<file path="config.mk">
export PLATFORM = sky130hd
export DESIGN_NAME = linear_array_deque_top
export DESIGN_NICKNAME = d
export VERILOG_FILES = /design/src/rtl/lad_pkg.sv /design/src/rtl/lad_ctrl.sv /design/src/rtl/lad_dpath.sv /design/src/rtl/linear_array_deque_top.sv
export SDC_FILE = /design/constraint.sdc
export NUM_CORES = 1
export LEC_CHECK = 0
export BUFFER_PORTS_ARGS = -buffer_cell sky130_fd_sc_hd__buf_2
export CAP_MARGIN = 20
export CORE_ASPECT_RATIO = 1.75
export CORE_UTILIZATION = 50
export DETAILED_ROUTE_END_ITERATION = 12
export GPL_TIMING_DRIVEN = 0
export PLACE_DENSITY = 0.67
export SYNTH_ARGS = -nofsm -noshare
export SYNTH_HDL_FRONTEND = slang
export SYNTH_HIERARCHICAL = 1
export SYNTH_SLANG_ARGS = --single-unit
export TNS_END_PERCENT = 30
</file>
<file path="constraint.sdc">
create_clock -name clk_i -period 5.6 [get_ports clk_i]
set_input_delay 0.28 -clock clk_i [delete_from_list [all_inputs] [get_ports clk_i]]
set_output_delay 0.28 -clock clk_i [all_outputs]
set_load 0.01 [all_outputs]
</file>
<file path="src/rtl/lad_pkg.sv">
// Package for the linear array deque: item types, operation and status codes.
`default_nettype none
package lad_pkg;

  localparam int unsigned LadDepth = 8;
  localparam int unsigned DataW    = 32;

  localparam logic [2:0] FUNC_PUSH_REAR  = 3'd0;
  localparam logic [2:0] FUNC_POP_FRONT  = 3'd1;
  localparam logic [2:0] FUNC_PUSH_FRONT = 3'd2;
  localparam logic [2:0] FUNC_POP_REAR   = 3'd3;
  localparam logic [2:0] FUNC_READ_ALL   = 3'd4;

  localparam logic [1:0] ST_OK    = 2'd0;
  localparam logic [1:0] ST_FULL  = 2'd1;
  localparam logic [1:0] ST_EMPTY = 2'd2;

  typedef struct packed {
    logic [2:0]              func;
    logic signed [DataW-1:0] value_in;
  } lad_in_t;

  typedef struct packed {
    logic signed [DataW-1:0] value_out;
    logic [1:0]              status;
    logic                    last;
  } lad_out_t;

  // controller -> datapath
  typedef struct packed {
    logic cmd_load;
    logic ptr_init;
    logic ptr_inc;
    logic exec_now;
    logic emit_read;
  } lad_ctrl_t;

  // datapath -> controller
  typedef struct packed {
    logic no_result;
    logic needs_read;
    logic more;
    logic slot_free;
  } lad_stat_t;

endpackage
`default_nettype wire

</file>
<file path="src/rtl/lad_ctrl.sv">
// Controller state machine for the linear array deque.
`default_nettype none
module lad_ctrl
  import lad_pkg::*;
(
  input  wire logic      clk_i,
  input  wire logic      rst_ni,
  input  wire logic      in_valid_i,
  output logic           in_ready_o,
  input  wire lad_stat_t stat_i,
  output lad_ctrl_t      ctrl_o
);

  typedef enum logic [1:0] {
    S_IDLE,
    S_EXEC,
    S_READ,
    S_EMIT
  } state_e;

  state_e state_q, state_d;

  assign in_ready_o = (state_q == S_IDLE);

  always_comb begin
    state_d = state_q;
    ctrl_o  = '0;
    case (state_q)
      S_IDLE: begin
        if (in_valid_i) begin
          ctrl_o.cmd_load = 1'b1;
          state_d         = S_EXEC;
        end
      end
      S_EXEC: begin
        if (stat_i.no_result) begin
          state_d = S_IDLE;
        end else if (stat_i.needs_read) begin
          ctrl_o.ptr_init = 1'b1;
          state_d         = S_READ;
        end else if (stat_i.slot_free) begin
          ctrl_o.exec_now = 1'b1;
          state_d         = S_IDLE;
        end
      end
      S_READ: begin
        state_d = S_EMIT;
      end
      S_EMIT: begin
        if (stat_i.slot_free) begin
          ctrl_o.emit_read = 1'b1;
          if (stat_i.more) begin
            ctrl_o.ptr_inc = 1'b1;
            state_d        = S_READ;
          end else begin
            state_d = S_IDLE;
          end
        end
      end
      default: state_d = S_IDLE;
    endcase
  end

  always_ff @(posedge clk_i or negedge rst_ni) begin
    if (!rst_ni) begin
      state_q <= S_IDLE;
    end else begin
      state_q <= state_d;
    end
  end

endmodule
`default_nettype wire

</file>
<file path="src/rtl/lad_dpath.sv">
// Datapath for the linear array deque: indices, element memory, result register.
`default_nettype none
module lad_dpath
  import lad_pkg::*;
#(
  parameter int unsigned DEPTH = LadDepth
) (
  input  wire logic      clk_i,
  input  wire logic      rst_ni,
  input  wire lad_in_t   in_item_i,
  input  wire lad_ctrl_t ctrl_i,
  output lad_stat_t      stat_o,
  output logic           out_valid_o,
  input  wire logic      out_ready_i,
  output lad_out_t       out_item_o
);

  localparam int unsigned IW = $clog2(DEPTH + 1);
  localparam int unsigned AW = $clog2(DEPTH);
  localparam logic [IW-1:0] DepthIw = IW'(DEPTH);

  // indices are held one above the model's: f = front + 1, r = rear + 1
  logic [IW-1:0] f_q, f_d, r_q, r_d;
  logic [IW-1:0] f_m1, r_m1;
  logic [AW-1:0] ptr_q, ptr_d;
  lad_in_t       cmd_q;
  lad_out_t      out_q, out_d;
  logic          out_valid_q, out_valid_d;

  logic signed [DataW-1:0] mem_q [DEPTH];
  logic signed [DataW-1:0] rd_data_q;
  logic                    wr_en;
  logic [AW-1:0]           wr_addr;

  logic empty, is_pop, last_elem;

  assign f_m1      = f_q - 1'b1;
  assign r_m1      = r_q - 1'b1;
  assign empty     = (f_q == r_q);
  assign is_pop    = (cmd_q.func == FUNC_POP_FRONT) || (cmd_q.func == FUNC_POP_REAR) ||
                     (cmd_q.func == FUNC_READ_ALL);
  assign last_elem = (ptr_q == r_m1[AW-1:0]);

  assign stat_o.no_result  = (cmd_q.func > FUNC_READ_ALL);
  assign stat_o.needs_read = is_pop && !empty;
  assign stat_o.more       = (cmd_q.func == FUNC_READ_ALL) && !last_elem;
  assign stat_o.slot_free  = !out_valid_q || out_ready_i;

  assign out_valid_o = out_valid_q;
  assign out_item_o  = out_q;

  always_comb begin
    f_d         = f_q;
    r_d         = r_q;
    ptr_d       = ptr_q;
    out_d       = out_q;
    out_valid_d = out_valid_q && !out_ready_i;
    wr_en       = 1'b0;
    wr_addr     = r_q[AW-1:0];

    if (ctrl_i.ptr_init) begin
      ptr_d = (cmd_q.func == FUNC_POP_REAR) ? r_m1[AW-1:0] : f_q[AW-1:0];
    end
    if (ctrl_i.ptr_inc) begin
      ptr_d = ptr_q + 1'b1;
    end

    if (ctrl_i.exec_now) begin
      out_valid_d     = 1'b1;
      out_d.value_out = '0;
      out_d.last      = 1'b1;
      case (cmd_q.func)
        FUNC_PUSH_REAR: begin
          if (r_q == DepthIw) begin
            out_d.status = ST_FULL;
          end else begin
            wr_en        = 1'b1;
            wr_addr      = r_q[AW-1:0];
            r_d          = r_q + 1'b1;
            out_d.status = ST_OK;
          end
        end
        FUNC_PUSH_FRONT: begin
          if (f_q == '0) begin
            out_d.status = ST_FULL;
          end else begin
            wr_en        = 1'b1;
            wr_addr      = f_m1[AW-1:0];
            f_d          = f_m1;
            out_d.status = ST_OK;
          end
        end
        default: out_d.status = ST_EMPTY;
      endcase
    end

    if (ctrl_i.emit_read) begin
      out_valid_d     = 1'b1;
      out_d.value_out = rd_data_q;
      out_d.status    = ST_OK;
      out_d.last      = (cmd_q.func != FUNC_READ_ALL) || last_elem;
      case (cmd_q.func)
        FUNC_POP_FRONT: f_d = f_q + 1'b1;
        FUNC_POP_REAR:  r_d = r_m1;
        default:        ;
      endcase
    end
  end

  always_ff @(posedge clk_i or negedge rst_ni) begin
    if (!rst_ni) begin
      f_q         <= '0;
      r_q         <= '0;
      out_valid_q <= 1'b0;
    end else begin
      f_q         <= f_d;
      r_q         <= r_d;
      out_valid_q <= out_valid_d;
    end
  end

  always_ff @(posedge clk_i) begin
    if (ctrl_i.cmd_load) begin
      cmd_q <= in_item_i;
    end
    ptr_q <= ptr_d;
    out_q <= out_d;
  end

  always_ff @(posedge clk_i) begin
    if (wr_en) begin
      mem_q[wr_addr] <= cmd_q.value_in;
    end
    rd_data_q <= mem_q[ptr_q];
  end

endmodule
`default_nettype wire

</file>
<file path="src/rtl/linear_array_deque_top.sv">
// Linear array deque: one input channel of operations, one output channel of results.
//   in_item_i carries func (push rear, pop front, push front, pop rear, read all)
//   and value_in; out_item_o carries value_out, status and last.
//   One item is in flight at a time; in_ready_o is high while the controller idles.
//   Push or refused/empty op: S_EXEC loads the result once the output slot is free.
//   Pop: execute, memory read, registered read data, emit.
//   Read all of n elements: one element per memory read and emit.
//   Unused func codes give no result.
//   The element memory has a single registered read port.
//   Results sit in an output register; when the receiver stalls, the block
//   holds the result and waits before issuing the next one.
//   Reset sets both indices to minus one (empty queue) and drops any pending
//   result; the element memory is not cleared.
`default_nettype none
module linear_array_deque_top
  import lad_pkg::*;
#(
  parameter int unsigned DEPTH = LadDepth
) (
  input  wire logic    clk_i,
  input  wire logic    rst_ni,
  input  wire logic    in_valid_i,
  output logic         in_ready_o,
  input  wire lad_in_t in_item_i,
  output logic         out_valid_o,
  input  wire logic    out_ready_i,
  output lad_out_t     out_item_o
);

  lad_ctrl_t ctrl;
  lad_stat_t stat;

  lad_ctrl u_ctrl (
    .clk_i      (clk_i),
    .rst_ni     (rst_ni),
    .in_valid_i (in_valid_i),
    .in_ready_o (in_ready_o),
    .stat_i     (stat),
    .ctrl_o     (ctrl)
  );

  lad_dpath #(
    .DEPTH (DEPTH)
  ) u_dpath (
    .clk_i       (clk_i),
    .rst_ni      (rst_ni),
    .in_item_i   (in_item_i),
    .ctrl_i      (ctrl),
    .stat_o      (stat),
    .out_valid_o (out_valid_o),
    .out_ready_i (out_ready_i),
    .out_item_o  (out_item_o)
  );

endmodule
`default_nettype wire

</file>
==> impl_metrics.tcl, run 1 <==
set metrics [dict create \
    run_status "finished, final reports clean" \
    grt_pass1_wl_mm 41.4 \
    area_growth_pct 19.4 \
    r2r.worst_path.cells 10 \
    yosysTopAreaCell "edfxtp_1" \
    hold_path_depth 3 \
    hold_viol 0 \
    clock_tree_from_tritoncts "built" \
    setup_viol 0 \
    yosysMostFrequentCell "edfxtp_1" \
    power.ir.vdd_worst_v 0.000250 \
    cts.repair_timing.setup_buffer_count 0 \
    first_global_vias 7172 \
    layout_min_cycle_time_ps 4390 \
    hold_path.class "in2reg" \
    dp.cells 1122 \
    row_count 80 \
    fin_nets 869 \
    finalSetupTns_ps 0 \
    final_slew_viol_count 0 \
    max-clock-path-buffers 3 \
    yosys_warnings 6 \
    timing.rr.start "u_dpath/r_q[1]" \
    critPathMaxFanout 14 \
    insertedDiodeCount 0 \
    globalplace.congestion 0.831 \
    synth_top_cell_area_share_pct 71.2 \
    synth.lib_cells_used.distinct 50 \
    io-pin-count 76 \
    wire_per_inst_um 22.0 \
    grt_max_degree 34 \
    post_synth_instance_area_um2 13800 \
    ctsRootBufferMaster "clkbuf_16" \
    drt_drc_violations_left 0 \
    core_region_area_um2 27200 \
    final_area_um2 16500 \
    via_count 6635 \
    timing.rr.end "u_dpath/mem_q[4][23]" \
    num-fill-cells 1960 \
    cts_sinks 372 \
    final.setup_skew_ps 22.2 \
    layout-drive-gt1-share_pct 31.1 \
    floorplan.initialDensity_pct 50.6 \
    synth-main-ff-cell "edfxtp_1" \
    netlist_top_cells_count "edfxtp_1, mux4_2, and2_1, dfxtp_1, mux2_2" \
    syn-mean-instance-area_um2 20.7 \
    detail_route.wirelength_mm 26.8 \
    critical_path.endpoint_type "flip-flop" \
    io_buffers 75 \
    postPlaceCellArea_um2 15000 \
    max-cap-violations 0 \
    synth-edff-count 327 \
    maxSlewHeadroom_pct 40.1 \
    mappedNetlistNets 711 \
    clk-insertion-delay-late_ps 530 \
    synthesis.instances 667 \
    dr_vias_cell 5.44 \
    tightestPinTransition_ps 897 \
    cp.required_ps 5820 \
    first_iter_violations 550 \
    yosysSeqAreaShare_pct 78.2 \
    yosys_register_bits 372 \
    cts_buffers 34 \
    clkSlewWorstSetupHoldPaths_ps 60 \
    combined_area_of_the_multi_input_logic_cells_um2 2940 \
    cts_repair_resize_count 0 \
    rsz0062_at_grt "false" \
    worst_hold_path.endpoint "u_dpath/out_valid_o" \
    grt_antenna_before_repair 0 \
    cts_hold_repair.buffers 36 \
    grt_util_all_layers_pct 20.1 \
    hpwlAfterDp_mm 16.7 \
    register_area_um2 10800 \
    p_leak_nw 5.54 \
    floorplan.die.width_um 128 \
    fin_crit_sh_pct 78.4 \
    die_height_um 222 \
    synth_async_sr_flop_share_pct 2.96 \
    timing.hold.worst.start "out_ready_i" \
    grt.overflow.total 0 \
    antenna_left 0 \
    worst-setup-path-type "reg2reg" \
    detail_route.first_pass.iterations 5 \
    crit_path_launch_type "flip-flop" \
    worst_endpoint_data_arrival_time_ps 4610 \
    die_area_um2 28300 \
    instances_no_fill 1219 \
    synthTopCellsByArea "edfxtp_1, mux4_2, dfxtp_1, mux2_2, dfrtp_1" \
    clock.fmax_mhz 228 \
    power_per_cell_area_nw_per_um2 432 \
    timing.reg2reg.setup_slack_ps 1210 \
    final.hold.worst_slack_ps 104 \
    cts-htree-levels 2 \
]
==> layer usage <==
metal	track usage [%]	routed length, µm
met2	35.8	14600
met3	3.16	1060
met1	24.4	10400
met4	7.53	762
met5	0	0
==> critical path, cell delays in order (launching register included) <==
cell      delay, ps
dfrtp_1         370
clkbuf_1        470
xor2_1          150
nor4_1          310
a21oi_1         120
nor4_1          670
nor3b_2         630
nand2_1         260
o32ai_4         640
buf_16          240
buf_8           200
==> metrics by stage <==
stage	total power [mW]	setup slack, ps	utilization (%)
finish	7.11	1210	60.5
global route	7.39	890	60.5
CTS	7.18	1280	60.5
detailed placement	4.80	1260	54.9
global placement	4.71	-2810	53.7
floorplan	4.34	407	-
==> registers in the layout (all words and copies together), names as in the netlist <==
name,cells
u_dpath/out_valid_o,1
u_dpath/mem_q,256
u_ctrl/state_q,2
u_dpath/rd_data_q,32
u_dpath/ptr_q,3
u_dpath/f_q,4
u_dpath/cmd_q,35
u_dpath/r_q,4
u_dpath/out_item_o,35
==> worst max path at each step <==
| stage | start | cells after the start | end |
|---|---|---|---|
| after floorplan | u_dpath/r_q[1] | 8 | u_dpath/mem_q[4][0] |
| after global placement | u_dpath/f_q[0] | 8 | u_dpath/mem_q[6][25] |
| after global routing | u_dpath/r_q[1] | 10 | u_dpath/mem_q[4][19] |
| after detailed placement | u_dpath/r_q[1] | 10 | u_dpath/mem_q[6][18] |
| after CTS | u_dpath/r_q[1] | 10 | u_dpath/mem_q[4][23] |
| final | u_dpath/r_q[1] | 10 | u_dpath/mem_q[4][23] |
==> area by class of cell <==
type / count / share of cell area (%)
tap: 369 / 2.81
timing repair buffer: 122 / 5.88
buffer: 33 / 0.874
clock buffer: 46 / 5.82
inverter: 8 / 0.182
multi-input combinational: 254 / 17.8
clock inverter: 15 / 1.13
sequential: 372 / 65.5
==> power by group <==
| group | internal (mW) | leakage, nW | switching (mW) |
|---|---|---|---|
| clock | 1.39 | 0.549 | 0.966 |
| combinational | 0.470 | 1.60 | 0.690 |
| sequential | 3.43 | 3.39 | 0.160 |
==> logic make-up after synthesis <==
group | Yosys count | synth area share [%]
flip-flops | 372 | 78.2
AO/OA/AOI/OAI | 32 | 1.61
buffers and inverters | 41 | 1.26
XOR/XNOR | 12 | 0.762
adder cells (fa/ha/maj) | 5 | 0.454
multiplexers | 99 | 13.3
AND/OR/NAND/NOR | 106 | 4.47
==> cells in the final DEF (no fill, tap or decap), drive strengths merged, types with 6 or more instances in the layout <==
cell type,instances
a21oi,10
and2,34
buf,99
clkbuf,66
clkinv,6
dfrtp,11
dfxtp,34
dlygate4sd3,36
edfxtp,327
inv,9
mux2,32
mux4,64
nand2,14
nand3,6
nor2,13
nor2b,7
xor2,9
No activity file was read; power rests on OpenSTA's default activity.
==> run 2, diff against run 1 <==
Settings changed: PLACE_DENSITY 0.67 to 0.7.
Clock period 5.6 ns to 3.88 ns, I/O delays scaled along.
==> run 2 against run 1 <==
  * Non-clock buffer count is 14 higher
  * Sequential share of layout area barely moved
  * Clock power up 24%
  * Setup slack got worse by 1000 ps
  * Sequential cell count unchanged
  * Die area unchanged
==> impl_metrics.tcl, run 2 (same netlist as run 1, synthesis figures left out) <==
set metrics [dict create \
    run_status "finished, final reports clean" \
    max-cap-violations 0 \
    fin_nets 880 \
    worst_path_largest_cell_delay_ps 460 \
    crit_start "u_dpath/r_q[1]" \
    crit_path_launch_type "flip-flop" \
    final_slew_viol_count 0 \
    dr_vias_cell 5.47 \
    die_area_um2 28300 \
    clock.fmax_mhz 271 \
    globalplace.congestion 0.853 \
    grt_util_all_layers_pct 20.1 \
    cts_sinks 372 \
    detail_route.first_pass.iterations 4 \
    cts_buffers 31 \
    timing.rr.end "u_dpath/mem_q[4][14]" \
    antenna_left 0 \
    io-pin-count 76 \
    detail_route.wirelength_mm 27.2 \
    critical_path.endpoint_type "flip-flop" \
    final.setup_skew_ps 14.9 \
    largest_register "u_dpath/mem_q" \
    insertedDiodeCount 0 \
    final_area_um2 16500 \
    final.hold.worst_slack_ps 38.2 \
    area_growth_pct 19.4 \
    fin_crit_sh_pct 95.2 \
    row_count 80 \
    finalSetupTns_ps 0 \
    dp.cells 1123 \
    largest_reg_flops 256 \
    layout_min_cycle_time_ps 3690 \
    timing.rr.start "u_dpath/r_q[1]" \
    first_iter_violations 457 \
    cpLargestDelayFamily "simple AND/OR/NAND/NOR gates" \
    core_region_area_um2 27200 \
    drt_drc_violations_left 0 \
    critPathMaxFanout 14 \
    layout.cells.most_common_list "edfxtp_1, buf_2, mux4_2" \
    timing.critical_path.to "u_dpath/mem_q[4][14]" \
    grt_max_degree 34 \
    setup_viol 0 \
    instances_no_fill 1228 \
    clkSlewWorstSetupHoldPaths_ps 70 \
    dp_worst_setup_slack_ps -558 \
    first_global_vias 7187 \
    layout-drive-gt1-share_pct 30.8 \
    timing.critical_path.mode_cell "buf_8" \
    path_depth 11 \
    worst_endpoint_data_arrival_time_ps 3980 \
    cp.required_ps 4160 \
    hpwlAfterDp_mm 17.0 \
    r2r.worst_path.cells 11 \
    clk-insertion-delay-late_ps 580 \
    grt_antenna_before_repair 0 \
    critical_path.slowest_cell "nor4_4" \
    rsz0062_at_grt "false" \
    grt.overflow.total 0 \
    clock_tree_from_tritoncts "built" \
    cp_cell_sequence "clkbuf_1 -> xor2_1 -> nor4_1 -> a21oi_1 -> nor4_4 -> nor3b_4 -> nand2_1 -> o32ai_4 -> buf_8 -> buf_8 -> buf_16" \
    die_height_um 222 \
    power_per_cell_area_nw_per_um2 595 \
    tightestPinTransition_ps 896 \
    worst-setup-path-type "reg2reg" \
    maxSlewHeadroom_pct 40.2 \
    layout_setup_ws_ps 186 \
    via_count 6713 \
    timing.reg2reg.setup_slack_ps 190 \
    power.ir.vdd_worst_v 0.000342 \
    io_buffers 75 \
    floorplan.die.width_um 128 \
    final_common_cell "edfxtp_1" \
    hold_path.class "in2async" \
    cts-htree-levels 1 \
    wire_per_inst_um 22.2 \
    p_leak_nw 5.54 \
    ctsRootBufferMaster "clkbuf_16" \
    floorplan.initialDensity_pct 50.6 \
    grt_pass1_wl_mm 41.8 \
    max-clock-path-buffers 3 \
    hold_viol 0 \
    timing.critical_path.buf_inv 4 \
    postPlaceCellArea_um2 15000 \
]
run 2: cell types whose count changed in the layout (fill, tap and decap cells not counted), moves of 3 or more:
cell | previous run | this run
buf_4 | 0 | 7
clkbuf_1 | 27 | 32
bufinv_16 | 4 | 1
clkbuf_16 | 35 | 31
run 2: timing repair:
action / in CTS / in global routing
setup buffers: 8 / 3
gates resized for setup: 2 / 1
endpoints found under the setup margin: 115 / 58
pin swaps: 3 / 0
hold endpoints to repair: 48 / 0
hold buffers: 38 / 0
run 2: stage by stage:
stage / util, % / power [mW]
2_1_floorplan: - / 6.27
3_3_place_gp: 53.8 / 6.81
3_5_place_dp: 55.0 / 6.94
4_1_cts: 60.3 / 9.88
5_1_grt: 60.4 / 10.2
6_report: 60.4 / 9.79
run 2: area by class of cell:
type / instances / area [µm²]
multi-input combinational: 254 / 2960
buffer: 33 / 144
inverter: 8 / 30.0
fill: 1978 / 10800
sequential: 372 / 10800
tap: 369 / 462
timing repair buffer: 136 / 1150
clock buffer: 45 / 848
clock inverter: 11 / 86.3
run 2: worst min path at each step:
stage	from	to	slack (ps)	cells past startpoint
6_report	rst_ni	u_ctrl/state_q[0]	40	2
3_3_place_gp	rst_ni	u_dpath/out_valid_o	80	1
2_1_floorplan	rst_ni	u_ctrl/state_q[0]	-100	0
5_1_grt	rst_ni	u_ctrl/state_q[0]	60	2
4_1_cts	rst_ni	u_ctrl/state_q[0]	20	2
3_5_place_dp	rst_ni	u_dpath/out_valid_o	90	1
run 2: report_power, final:
part	switching, mW	internal (mW)
combinational	1.00	0.684
sequential	0.236	4.95
clock	1.34	1.58
total	2.58	7.22
run 2: per-layer routing:
metal	up-vias	GRT usage, %	wire length, µm
li1	2999	-	-
met1	3489	24.1	10400
met2	170	36.6	14900
met3	55	2.49	1010
met4	0	8.03	858
met5	-	0	0
run 2: worst reg2reg max path, stage by stage (launching register included):
cell,delay [ps]
dfrtp_1,350
clkbuf_1,420
xor2_1,130
nor4_1,340
a21oi_1,170
nor4_4,460
nor3b_4,410
nand2_1,200
o32ai_4,330
buf_8,240
buf_8,180
buf_16,170
==> run 3, diff against run 2 <==
Settings changed: CORE_MARGIN set to 1.5.
==> run 3 against run 2 <==
  * Sequential share of layout area fell by 0.39 points
  * Clock skew fell by 4.0 ps
  * Clock power rose by 19%
  * Sequential cell count did not move
  * Largest cell class unchanged
==> impl_metrics.tcl, run 3 (same netlist as run 1, synthesis figures left out) <==
set metrics [dict create \
    first_global_vias 7252 \
    hold_path.class "in2async" \
    cts_buffers 31 \
    maxSlewHeadroom_pct 41.0 \
    core_region_area_um2 27200 \
    layout_min_cycle_time_ps 3790 \
    power_per_cell_area_nw_per_um2 624 \
    detail_route.first_pass.iterations 4 \
    via_count 6667 \
    crit_start "u_dpath/f_q[0]" \
    io-pin-count 76 \
    globalplace.congestion 0.802 \
    antenna_left 0 \
    cts-htree-levels 1 \
    clk-insertion-delay-late_ps 560 \
    row_count 80 \
    setup_viol 0 \
    timing.reg2reg.setup_slack_ps 90 \
    layout.cells.most_common_list "edfxtp_1, buf_2, mux4_2" \
    largest_register "u_dpath/mem_q" \
    timing.rr.end "u_dpath/mem_q[6][22]" \
    r2r.worst_path.cells 10 \
    layout-drive-gt1-share_pct 31.5 \
    power.ir.vdd_worst_v 0.000331 \
    die_height_um 223 \
    instances_no_fill 1226 \
    critical_path.endpoint_type "flip-flop" \
    area_growth_pct 20.1 \
    worst-setup-path-type "reg2reg" \
    clock_tree_from_tritoncts "built" \
    grt_util_all_layers_pct 19.9 \
    timing.critical_path.to "u_dpath/mem_q[6][22]" \
    die_area_um2 28600 \
    report.power.total_mw 10.3 \
    timing.rr.start "u_dpath/f_q[0]" \
    final.setup_skew_ps 10.9 \
    dr_vias_cell 5.44 \
    first_iter_violations 531 \
    largest_reg_flops 256 \
    cp.required_ps 4140 \
    final_common_cell "edfxtp_1" \
    fin_crit_sh_pct 97.7 \
    grt_antenna_before_repair 0 \
    clock.fmax_mhz 264 \
    floorplan.initialDensity_pct 50.6 \
    critPathMaxFanout 14 \
    detail_route.wirelength_mm 27.3 \
    tightestPinTransition_ps 884 \
    hold_viol 0 \
    drt_drc_violations_left 0 \
    finalSetupTns_ps 0 \
    grt_max_degree 34 \
    io_buffers 75 \
    final_slew_viol_count 0 \
    clkSlewWorstSetupHoldPaths_ps 70 \
    rsz0062_at_grt "true" \
    dp.cells 1122 \
    grt_pass1_wl_mm 41.9 \
    finish.utilization_pct 60.8 \
    run_status "finished, final reports clean" \
    wire_per_inst_um 22.3 \
    crit_path_launch_type "flip-flop" \
    max-clock-path-buffers 3 \
    hpwlAfterDp_mm 16.7 \
    final.hold.worst_slack_ps 57.1 \
    grt.overflow.total 0 \
    cts_sinks 372 \
    worst_endpoint_data_arrival_time_ps 4050 \
    fin_nets 877 \
    insertedDiodeCount 0 \
    p_leak_nw 5.61 \
    floorplan.die.width_um 129 \
    ctsRootBufferMaster "clkbuf_16" \
    max-cap-violations 0 \
]
[run 3: cell types whose count changed in the layout (fill, tap and decap cells not counted)]
| cell | change |
|---|---|
| bufinv_16 | +8 |
| clkbuf_1 | -7 |
| buf_16 | -4 |
| clkinvlp_4 | -3 |
| buf_4 | +1 |
| clkbuf_2 | +1 |
| clkinv_2 | +1 |
| inv_6 | +1 |
| nor4_2 | +1 |
| nor4_4 | -1 |
[run 3: routing by layer]
metal	vias to the layer above	GRT usage (%)	part of all wire, %
li1	2990	-	-
met1	3483	23.9	39
met2	157	36.6	55
met3	37	2.65	4.0
met4	0	6.27	2.1
met5	-	0	0
[run 3: layout make-up]
| type | count | area, µm² |
|---|---|---|
| flip-flops and latches | 372 | 10800 |
| inverters | 8 | 30.0 |
| clock buffers | 39 | 826 |
| plain buffers | 33 | 145 |
| clock inverters | 18 | 318 |
| multi-input cells | 254 | 2950 |
| fillers | 1957 | 10700 |
| repair buffers | 133 | 1050 |
| well taps | 369 | 462 |
[run 3: worst min path at each step]
stage	startpoint	endpoint	slack (ps)	cells past startpoint
5_1_grt	rst_ni	u_ctrl/state_q[0]	80	2
6_report	rst_ni	u_ctrl/state_q[0]	60	2
2_1_floorplan	rst_ni	u_ctrl/state_q[0]	-100	0
3_3_place_gp	rst_ni	u_dpath/out_valid_o	90	1
4_1_cts	rst_ni	u_ctrl/state_q[1]	40	2
3_5_place_dp	rst_ni	u_ctrl/state_q[0]	100	1
[run 3: report_power, final]
group / internal [mW] / switching [mW] / leakage [nW]
registers: 4.95 / 0.229 / 3.39
clock network: 2.11 / 1.36 / 0.558
logic: 0.685 / 0.998 / 1.66
[run 3: worst max-delay path, stage by stage, from the launching register on]
cell      delay (ps)
dfrtp_1          340
clkbuf_1         400
xor2_1           130
nor4_1           320
a21oi_1          160
nor4_2           530
nor3b_4          500
nand2_1          230
o32ai_4          400
buf_8            240
buf_8            210
[run 3: stage by stage]
step | worst slack, ps | instance area, µm²
after detailed placement | -622 | 14900
after global placement | -2580 | 14600
final | 88.0 | 16600
after global routing | -172 | 16600
after CTS | 15.7 | 16500
after floorplan | -289 | 13800
[run 3: repair_timing]
item | 4_1_cts | 5_1_grt
resized for setup | 3 | 0
endpoints found under the setup margin | 128 | 59
hold buffers | 38 | 0
pin swaps | 3 | 1
buffers inserted | 4 | 5
hold endpoints to repair | 48 | 0
